==> src/design/trigger_effect_payload_decoder_defines.svh <==
// Assertion macros shared by the trigger-effect payload decoder RTL.
// Depends on nothing; included by the files that carry assertions.
`ifndef TRIGGER_EFFECT_PAYLOAD_DECODER_DEFINES_SVH
`define TRIGGER_EFFECT_PAYLOAD_DECODER_DEFINES_SVH

// Checked on every rising clock edge outside reset.
`define TEPD_ASSERT(lbl, prop, msg) \
   lbl: assert property (@(posedge clock) disable iff (reset) prop) else $error(msg);

// Checked on every rising clock edge, reset included.
`define TEPD_ASSERT_ALWAYS(lbl, prop, msg) \
   lbl: assert property (@(posedge clock) prop) else $error(msg);

`endif

==> src/design/tepd_pkg.sv <==
// Shared types and constants of the trigger-effect payload decoder.
// Depends on nothing; used by the lane, merge and top-level modules.
`default_nettype none

package tepd_pkg;

   // Number of zones, one lane per zone.
   localparam int ZONES = 10;

   // Effect type codes.
   localparam logic [7:0] TYPE_OFF       = 8'h05;
   localparam logic [7:0] TYPE_FEEDBACK  = 8'h21;
   localparam logic [7:0] TYPE_WEAPON    = 8'h25;
   localparam logic [7:0] TYPE_VIBRATION = 8'h26;

   // The only payload length that is well formed.
   localparam logic [7:0] PAYLOAD_LEN = 8'd10;

   // Decoded effect kinds.
   localparam logic [2:0] KIND_NONE        = 3'd0;
   localparam logic [2:0] KIND_FEEDBACK    = 3'd1;
   localparam logic [2:0] KIND_VIBRATION   = 3'd2;
   localparam logic [2:0] KIND_WEAPON      = 3'd3;
   localparam logic [2:0] KIND_MALFORMED   = 3'd4;
   localparam logic [2:0] KIND_UNSUPPORTED = 3'd5;

   // Weapon zone limits.
   localparam logic [3:0] WEAPON_START_MIN = 4'd2;
   localparam logic [3:0] WEAPON_START_MAX = 4'd7;
   localparam logic [3:0] WEAPON_END_MAX   = 4'd8;

   // Ten payload bytes, byte 0 in the low position.
   typedef logic [ZONES-1:0][7:0] octets_type;

   // What one zone lane reports.
   typedef struct packed {
      logic       stray;   // level code set on a zone outside the mask
      logic [3:0] level;   // level in eighths, zero outside the mask
   } lane_type;

   typedef lane_type [ZONES-1:0] lane_vec_type;

   // One decoded result.
   typedef struct packed {
      logic        accepted;
      logic [2:0]  effect_kind;
      logic [39:0] zone_levels;
      logic [7:0]  vibration_frequency;
      logic [3:0]  start_zone;
      logic [3:0]  end_zone;
      logic [3:0]  weapon_strength;
   } result_type;

endpackage

`default_nettype wire

==> src/design/tepd_lane.sv <==
// One zone lane: turns a mask bit and a 3-bit level code into a level in eighths.
// Depends on tepd_pkg for the lane report type.
`default_nettype none

module tepd_lane (
   input  wire logic              mask_bit,
   input  wire logic [2:0]        code,
   output tepd_pkg::lane_type     report
);
   import tepd_pkg::*;

   // A masked zone carries code plus one; an unmasked zone must have a zero code.
   always_comb begin
      report.level = mask_bit ? ({1'b0, code} + 4'd1) : 4'd0;
      report.stray = !mask_bit && (code != 3'd0);
   end

endmodule

`default_nettype wire

==> src/design/tepd_merge.sv <==
// Merging stage: combines the zone lane reports with the type, length and
// reserved-byte checks into one decoded result. Depends on tepd_pkg.
`default_nettype none

module tepd_merge (
   input  wire logic [7:0]            effect_type,
   input  wire logic [7:0]            octet_count,
   input  wire tepd_pkg::octets_type  octets,
   input  wire tepd_pkg::lane_vec_type lanes,
   output tepd_pkg::result_type       result
);
   import tepd_pkg::*;

   logic             mask_hi_zero;
   logic             packed_hi_zero;
   logic [ZONES-1:0] mask_lo;
   logic             stray_any;
   logic [39:0]      levels;
   logic             zone_ok;
   logic             is_vib;
   logic [3:0]       start_idx;
   logic [3:0]       end_idx;
   logic             found;
   logic             weapon_ok;

   // Field checks shared by the zone-carrying types.
   assign mask_hi_zero   = (octets[1][7:2] == 6'd0);
   assign packed_hi_zero = (octets[5][7:6] == 2'd0);
   assign mask_lo        = {octets[1][1:0], octets[0]};
   assign is_vib         = (effect_type == TYPE_VIBRATION);

   // Gather the lane reports.
   always_comb begin
      stray_any = 1'b0;
      levels    = '0;
      for (int i = 0; i < ZONES; i++) begin
         stray_any         = stray_any | lanes[i].stray;
         levels[4*i +: 4]  = lanes[i].level;
      end
   end

   // Feedback and vibration: reserved bytes clear, octet 8 clear for feedback.
   assign zone_ok = mask_hi_zero && packed_hi_zero && !stray_any &&
                    (octets[6] == 8'd0) && (octets[7] == 8'd0) &&
                    (octets[9] == 8'd0) && (is_vib || (octets[8] == 8'd0));

   // Weapon positions: lowest and highest set mask bits.
   always_comb begin
      start_idx = 4'd0;
      end_idx   = 4'd0;
      found     = 1'b0;
      for (int i = 0; i < ZONES; i++) begin
         if (mask_lo[i]) begin
            if (!found) begin
               start_idx = 4'(i);
            end
            found   = 1'b1;
            end_idx = 4'(i);
         end
      end
   end

   assign weapon_ok = mask_hi_zero && (octets[2][7:3] == 5'd0) &&
                      (octets[3] == 8'd0) && (octets[4] == 8'd0) &&
                      (octets[5] == 8'd0) && (octets[6] == 8'd0) &&
                      (octets[7] == 8'd0) && (octets[8] == 8'd0) &&
                      (octets[9] == 8'd0) && ($countones(mask_lo) == 2) &&
                      (start_idx >= WEAPON_START_MIN) &&
                      (start_idx <= WEAPON_START_MAX) &&
                      (end_idx > start_idx) && (end_idx <= WEAPON_END_MAX);

   // Final decision; every field without meaning for the kind stays zero.
   always_comb begin
      result             = '0;
      result.effect_kind = KIND_MALFORMED;
      if (octet_count == PAYLOAD_LEN) begin
         case (effect_type)
            TYPE_OFF: begin
               if (octets == '0) begin
                  result.accepted    = 1'b1;
                  result.effect_kind = KIND_NONE;
               end
            end
            TYPE_FEEDBACK, TYPE_VIBRATION: begin
               if (zone_ok) begin
                  result.accepted = 1'b1;
                  if ((mask_lo == '0) || (is_vib && (octets[8] == 8'd0))) begin
                     result.effect_kind = KIND_NONE;
                  end else begin
                     result.effect_kind         = is_vib ? KIND_VIBRATION : KIND_FEEDBACK;
                     result.zone_levels         = levels;
                     result.vibration_frequency = is_vib ? octets[8] : 8'd0;
                  end
               end
            end
            TYPE_WEAPON: begin
               if (weapon_ok) begin
                  result.accepted        = 1'b1;
                  result.effect_kind     = KIND_WEAPON;
                  result.start_zone      = start_idx;
                  result.end_zone        = end_idx;
                  result.weapon_strength = {1'b0, octets[2][2:0]} + 4'd1;
               end
            end
            default: begin
               result.effect_kind = KIND_UNSUPPORTED;
            end
         endcase
      end
   end

endmodule

`default_nettype wire

==> src/design/trigger_effect_payload_decoder.sv <==
// Trigger-effect payload decoder: accepts one request transfer per clock cycle
// while req_stall is low and delivers its decoded result from the output register.
// Ten zone lanes decode the levels side by side and a merging stage applies the type
// checks, all combinationally; a two-entry output buffer (output register plus skid
// register) catches a transfer taken while the output is stalled, and req_stall comes
// straight from a register, so there is no combinational path from rsp_stall.
// Depends on tepd_pkg, tepd_lane, tepd_merge and the assertion macro header.
`default_nettype none
`include "trigger_effect_payload_decoder_defines.svh"

module trigger_effect_payload_decoder (
   input  wire logic        clock,
   input  wire logic        reset,
   input  wire logic        req_valid,
   output logic             req_stall,
   input  wire logic [7:0]  req_effect_type,
   input  wire logic [7:0]  req_octet_count,
   input  wire logic [7:0]  req_octet_0,
   input  wire logic [7:0]  req_octet_1,
   input  wire logic [7:0]  req_octet_2,
   input  wire logic [7:0]  req_octet_3,
   input  wire logic [7:0]  req_octet_4,
   input  wire logic [7:0]  req_octet_5,
   input  wire logic [7:0]  req_octet_6,
   input  wire logic [7:0]  req_octet_7,
   input  wire logic [7:0]  req_octet_8,
   input  wire logic [7:0]  req_octet_9,
   output logic             rsp_valid,
   input  wire logic        rsp_stall,
   output logic             rsp_accepted,
   output logic [2:0]       rsp_effect_kind,
   output logic [39:0]      rsp_zone_levels,
   output logic [7:0]       rsp_vibration_frequency,
   output logic [3:0]       rsp_start_zone,
   output logic [3:0]       rsp_end_zone,
   output logic [3:0]       rsp_weapon_strength
);
   import tepd_pkg::*;

   octets_type   octets;
   logic [31:0]  packed_levels;
   lane_vec_type lanes;
   result_type   decoded;

   logic         out_valid_ff, out_valid_in;
   result_type   out_data_ff, out_data_in;
   logic         skid_valid_ff, skid_valid_in;
   result_type   skid_data_ff, skid_data_in;
   logic         req_take;
   logic         out_free;

   assign octets = {req_octet_9, req_octet_8, req_octet_7, req_octet_6, req_octet_5,
                    req_octet_4, req_octet_3, req_octet_2, req_octet_1, req_octet_0};

   // Packed level word: bytes 2 to 5, little endian.
   assign packed_levels = {octets[5], octets[4], octets[3], octets[2]};

   // One lane per zone; zone i takes mask bit i and packed level bits 3i..3i+2.
   for (genvar z = 0; z < ZONES; z++) begin : g_lane
      tepd_lane u_lane (
         .mask_bit (octets[z / 8][z % 8]),
         .code     (packed_levels[3*z +: 3]),
         .report   (lanes[z])
      );
   end

   // Merge the lane reports with the type and reserved-byte checks.
   tepd_merge u_merge (
      .effect_type    (req_effect_type),
      .octet_count    (req_octet_count),
      .octets         (octets),
      .lanes          (lanes),
      .result         (decoded)
   );

   // Output buffer: the skid register catches a transfer taken while the
   // output register is held by a stall.
   assign req_stall = skid_valid_ff;
   assign req_take  = req_valid && !skid_valid_ff;
   assign out_free  = !out_valid_ff || !rsp_stall;

   always_comb begin
      out_valid_in  = out_valid_ff;
      out_data_in   = out_data_ff;
      skid_valid_in = skid_valid_ff;
      skid_data_in  = skid_data_ff;
      if (out_free) begin
         if (skid_valid_ff) begin
            out_valid_in  = 1'b1;
            out_data_in   = skid_data_ff;
            skid_valid_in = 1'b0;
         end else begin
            out_valid_in = req_take;
            out_data_in  = decoded;
         end
      end else if (req_take) begin
         skid_valid_in = 1'b1;
         skid_data_in  = decoded;
      end
   end

   // Control registers.
   always_ff @(posedge clock) begin
      if (reset) begin
         out_valid_ff  <= 1'b0;
         skid_valid_ff <= 1'b0;
      end else begin
         out_valid_ff  <= out_valid_in;
         skid_valid_ff <= skid_valid_in;
      end
   end

   // Payload registers.
   always_ff @(posedge clock) begin
      out_data_ff  <= out_data_in;
      skid_data_ff <= skid_data_in;
   end

   assign rsp_valid               = out_valid_ff;
   assign rsp_accepted            = out_data_ff.accepted;
   assign rsp_effect_kind         = out_data_ff.effect_kind;
   assign rsp_zone_levels         = out_data_ff.zone_levels;
   assign rsp_vibration_frequency = out_data_ff.vibration_frequency;
   assign rsp_start_zone          = out_data_ff.start_zone;
   assign rsp_end_zone            = out_data_ff.end_zone;
   assign rsp_weapon_strength     = out_data_ff.weapon_strength;

   // Checks on the decode and the output buffer.
   `TEPD_ASSERT_ALWAYS(a_reset_empties,
      reset |=> !out_valid_ff && !skid_valid_ff,
      "buffer not empty after reset")
   `TEPD_ASSERT(a_skid_behind_out,
      skid_valid_ff |-> out_valid_ff,
      "skid register holds a transfer ahead of the output")
   `TEPD_ASSERT(a_accept_kind,
      (rsp_valid && rsp_accepted) |-> (rsp_effect_kind <= KIND_WEAPON),
      "accepted result carries a rejection kind")
   `TEPD_ASSERT(a_reject_clean,
      (rsp_valid && !rsp_accepted) |->
         ((rsp_effect_kind == KIND_MALFORMED || rsp_effect_kind == KIND_UNSUPPORTED) &&
          rsp_zone_levels == 40'd0 && rsp_vibration_frequency == 8'd0 &&
          rsp_weapon_strength == 4'd0),
      "rejected result is not clean")
   `TEPD_ASSERT(a_weapon_order,
      (rsp_valid && rsp_effect_kind == KIND_WEAPON) |->
         (rsp_end_zone > rsp_start_zone && rsp_weapon_strength != 4'd0),
      "weapon zones out of order")

endmodule

`default_nettype wire

==> config.mk <==
export PLATFORM = sky130hd
export DESIGN_NAME = trigger_effect_payload_decoder
export DESIGN_NICKNAME = d
export VERILOG_FILES = /design/src/design/tepd_pkg.sv /design/src/design/tepd_lane.sv /design/src/design/tepd_merge.sv /design/src/design/trigger_effect_payload_decoder.sv
export VERILOG_INCLUDE_DIRS = /design/src /design/src/design
export SDC_FILE = /design/constraint.sdc
export NUM_CORES = 1
export LEC_CHECK = 0
export ABC_AREA = 1
export BUFFER_PORTS_ARGS = -buffer_cell sky130_fd_sc_hd__buf_2
export CORE_MARGIN = 2
export CORE_UTILIZATION = 50
export CTS_CLUSTER_DIAMETER = 40
export DETAILED_ROUTE_END_ITERATION = 6
export HOLD_SLACK_MARGIN = 0.12
export PLACE_DENSITY = 0.74
export RECOVER_POWER = 50
export SYNTH_ARGS = -nofsm -noshare
export SYNTH_HDL_FRONTEND = slang
export SYNTH_HIERARCHICAL = 1
export SYNTH_SLANG_ARGS = --single-unit
==> constraint.sdc <==
create_clock -name clock -period 5.9 [get_ports clock]
set_input_delay 0.295 -clock clock [delete_from_list [all_inputs] [get_ports clock]]
set_output_delay 0.295 -clock clock [all_outputs]
set_load 0.02 [all_outputs]
# Word-level counts from Yosys, hierarchy flattened
# Index checks and enable logic that the tools add are counted.
[totals]
regBits = 130
in_bits = 100
output_inout_bits = 66
wordCells = 189
[op_classes]
addsub = 19
order_cmp = 4
n_eq_ne = 6
n_mux = 61
bitwise = 10
n_reduce_logical = 73
[ops]
columns = ["op", "count"]
rows = [
  ["32-bit adder", 4],
  ["64-bit two-way mux", 2],
  ["4-bit two-way mux", 31],
  ["48-bit two-way mux", 2],
  ["80-bit logical NOT", 1],
  ["8-bit logical NOT", 7],
  ["52-bit two-way mux", 1],
  ["3-bit by 1-bit adder with 4-bit output, second input constant", 10],
  ["32-bit by 3-bit == test with 1-bit output, second input constant", 1],
  ["1-bit logical AND", 31],
  ["3-bit nonzero test", 10],
  ["8-bit by 6-bit == test with 1-bit output, second input constant", 3],
  ["12-bit two-way mux", 2],
  ["3-bit two-way mux", 5],
  ["1-bit logical NOT", 14],
  ["1-bit two-way mux", 12],
  ["1-bit by 1-bit adder with 2-bit output", 5],
  ["10-bit logical NOT", 1],
  ["1-bit OR", 9],
  ["3-bit one-hot mux with 3 select lines", 1],
  ["8-bit by 3-bit == test with 1-bit output, second input constant", 1],
  ["8-bit by 4-bit == test with 1-bit output, second input constant", 1],
  ["8-bit two-way mux", 1],
  ["6-bit logical NOT", 1],
  ["other kinds (12)", 17],
]

# Longest topological paths before layout
[logic_depth]
word_depth = 28
mapped_depth = 22

# Cells and area by module
# Netlist, hierarchy kept.
[by_module_without_submodules]
columns = ["mod", "instances", "cells_per_inst", "area_per_inst_um2", "seq_area_each_um2"]
rows = [
  ["trigger_effect_payload_decoder", 1, 345, 4827.1, 3883.7],
  ["tepd_merge", 1, 316, 1976.9, 0.0],
  ["tepd_lane", 10, 16, 80.1, 0.0],
]

# Least setup slack after synthesis
# Ideal clock, no wire load.
[synth_timing]
kind = "register to register"
start = "reg skid_valid_ff, in the netlist req_stall"
end = "reg skid_data_ff[0] (netlist bit), enable pin"
setup_ps = 486
arrival_time_ps = 3424
required_ps = 5414
setup_slack_ps = 1990
stages_incl_launch_ff = 4
period_less_slack_ps = 3910
cell_sequence = "dfxtp_1 > buf_6 > buf_4 > nor2_1"
[synth_via]
elab_chain_len = 3
[synth_lines]
columns = ["item", "line", "rtl"]
rows = [
  ["start: declaration", "trigger_effect_payload_decoder.sv:47", "logic skid_valid_ff, skid_valid_in;"],
  ["start signal: assignment", "trigger_effect_payload_decoder.sv:109", "skid_valid_ff <= skid_valid_in;"],
  ["1-bit logical NOT", "trigger_effect_payload_decoder.sv:79", "assign req_take = req_valid && !skid_valid_ff;"],
  ["1-bit logical AND", "trigger_effect_payload_decoder.sv:79", ""],
  ["2-bit AND reduction (no source line)", "-", ""],
  ["end signal: assignment", "trigger_effect_payload_decoder.sv:116", "skid_data_ff <= skid_data_in;"],
  ["end: declaration", "trigger_effect_payload_decoder.sv:48", "result_type skid_data_ff, skid_data_in;"],
]
# Every way passes these cells.
# A chain may end at the register's enable or synchronous reset.

# Final worst setup path
[layout_timing]
start = "reg skid_valid_ff, in the netlist req_stall"
end = "reg skid_data_ff[3] (netlist bit), enable pin"
# Same word-level chain as after synthesis.

==> results.md <==
* Status: complete, but fails checks
* Failing checks: capacitance limit, slew limit
* Final Hold Viols at 0
* Die W at 127 µm
* Delay-heaviest family, CP: simple AND/OR/NAND/NOR gates
* Max_slew headroom at -162%
* Unrepaired setup endpoints after global routing: no
* Crit path cell chain: nor2_1 -> buf_4
* Initial antenna violation count at 0
* First-pass GRT wire length at 27300 µm
* Clock slew at reported path FFs at 60 ps
* Vias post-DR at 5853
* CTS Buf Count at 17
* Combinational Power Share at 10.7%
* Placed Cells at 1153
* Synth cell types at 37
* R2R Setup Slk at 1340 ps
* Critical Path AT at 4620 ps
* Fin nets at 1121
* PwrDens at 276 nW/µm²
* Setup Crit Path Kind: reg2reg
* Int Pwr at 1.92 mW
* Critical path capture point type: register
* Die Area at 16200 µm²
* Synthesized instance count at 821
* CTS Hold Bufs at 1
* Synthesized cell area at 7600 µm²
* DPL Wire Length at 11500 µm
* Final Non-Filler Cells at 1186
* Flops & latches, synth at 130
* Post-CTS Setup Repair Bufs at 0
* Post-cts sizing count at 0
* Htree depth at 4
* Gr ovfl total at 0
* Critical Path RT at 5960 ps
* Worst path slowest cell: nor2_1
* Syn. warnings at 6
* Vias per inst at 4.94
* Worst Tran Pin Value at 3930 ps
* Die Span Y at 127 µm
* Final min period at 4560 ps
* Initial core utilization at 50.6%
* Diode count at 0
* Register area share after synthesis at 51.1%
* Psw at 0.599 mW
* Slowest stage delay, CP at 2510 ps
* Synth Area per Inst at 9.26 µm²
* DRC viols at 0
* CP Max Fanout at 64
* Peak supply drop at 195 µV
* Largest net degree at the start of global routing at 70
* Clk pwr share at 46.5%
* Leak Pwr at 3.61 nW
* DR pass1 iterations at 4
* Io pins at 166
* R2R depth at 2
* Number of global-route vias before repair at 5604
* Rows at 45
* Post-route ant nets at 0
* Deepest clock path buffer count at 2
* CP Depth at 2
* Slew Limit Fails at 162
* Root buf cell: clkbuf_16
* Clock latency on the worst-skew pair at 420 ps
* Hold Path Depth at 4
* GRT Overall Usage at 21.5%
* CORE AREA at 15000 µm²
* Skew final at 5.71 ps
* # clock sinks at 130
* Final setup fails at 0
* Syn Nets at 957
* Setup tns final at 0 ps
* Total Wirelength at 16800 µm
* Seq pwr share at 42.9%
* Share of cells above drive strength 1 at 20.7%
* CTS tree: yes
* Worst hold path class: in2reg
* DRT iter0 DRCs at 382
* Switching fraction of total power at 23.8%
* Mean routed wirelength per cell at 14.2 µm
* Max-Cap Viols at 3
* FMAX at 219 MHz
* Port bufs at 165
* CP Buf/Inv Count at 1
* Placer Congestion at 0.820
* Area growth syn-to-layout at 19.7%
* Setup crit start kind: register
* Fin crit share at 77.3%
## path summary, 6_finish.rpt
kind / end / startpoint
hold reg to reg: rsp_zone_levels[32] / skid_data_ff[52]
setup / recovery: skid_data_ff[3] / req_stall
setup reg to reg: skid_data_ff[3] / req_stall
hold / removal: rsp_valid / reset
## power groups by stage
stage          Sequential, mW  Clock (mW)  Combinational (mW)
5_1_grt                  1.08        1.23               0.306
3_5_place_dp             1.09           0               0.277
2_1_floorplan            1.13           0               0.125
3_3_place_gp             1.09           0               0.269
6_report                 1.08        1.17               0.268
4_1_cts                  1.07        1.19               0.278
## area by class of cell
| cell class | instances | area, µm² |
|---|---|---|
| clock buffer | 19 | 443 |
| clock inverter | 13 | 208 |
| fill | 1304 | 5930 |
| inverter | 162 | 608 |
| multi-input combinational | 504 | 2950 |
| sequential | 130 | 3880 |
| tap | 188 | 235 |
| timing repair buffer | 170 | 781 |
## cell families after synthesis
group,count (synthesis),synth area share (%)
XOR/XNOR,1,0.115
buffers and inverters,187,10.5
other,1,0.0493
AND/OR/NAND/NOR,378,25.8
adder cells (fa/ha/maj),36,6.52
AO/OA/AOI/OAI,88,6.01
flip-flops,130,51.1
## worst register-to-register path: cells and delay by family, from the launching register on
kind / cells / cell delay, ps
simple gates: 1 / 2520
flops: 1 / 940
buf+inv: 1 / 730
## placed cells by master, fill, tap and decap left out, types with 5 or more instances in the layout
cell	Yosys	final
a21oi_1	16	16
buf_2	8	100
bufinv_16	0	5
clkbuf_1	3	67
clkbuf_16	0	17
edfxtp_1	128	128
fa_1	6	6
ha_1	30	30
inv_1	160	160
nand2_1	159	158
nand3_1	27	27
nor2_1	113	113
nor2_2	16	16
nor3_2	8	8
nor3b_2	40	40
o21ai_0	67	67
## stage by stage
stage	utilization [%]	total power, mW	area (µm²)	hold WS [ps]	setup WS (ps)
detailed placement	56.8	1.37	8540	515	1460
floorplan	-	1.26	7600	420	1990
global placement	56.8	1.36	8540	505	1620
finish	60.6	2.52	9100	152	1340
CTS	61.2	2.54	9200	128	1880
global route	60.6	2.62	9100	150	875
## layer usage
layer | track usage (%) | vias up | routed length (µm)
li1 | - | 2958 | -
met1 | 27.7 | 2707 | 7590
met2 | 36.4 | 172 | 8140
met3 | 4.06 | 16 | 844
met4 | 7.63 | 0 | 215
met5 | 0 | - | 0
## flip-flops by register name (all words and copies together) (netlist names)
| signal | cells |
|---|---|
| skid_data_ff | 64 |
| req_stall | 1 |
| rsp_weapon_strength | 4 |
| rsp_start_zone | 4 |
| rsp_end_zone | 4 |
| rsp_accepted | 1 |
| rsp_vibration_frequency | 8 |
| rsp_effect_kind | 3 |
| rsp_zone_levels | 40 |
| rsp_valid | 1 |
## cell usage after synthesis (all sizes together)
library cell	n	area, µm²
fa	6	120
edfxtp	128	3840
o21bai	1	7.51
ha	30	375
nand3b	1	7.51
and2	1	6.26
conb	1	3.75
clkbuf	4	16.3
nor2	129	524
or2	3	18.8
nor3	10	90.1
a21boi	1	7.51
xnor2	1	8.76
a21oi	16	80.1
nand2	160	603
o211ai	1	12.5
nand3	28	145
buf	21	171
o311ai	1	8.76
nor4	2	27.5
o21ai	68	340
nand4	4	37.5
inv	162	608
nor3b	40	500
dfxtp	2	40.0
(Power assumes the default switching activity.)
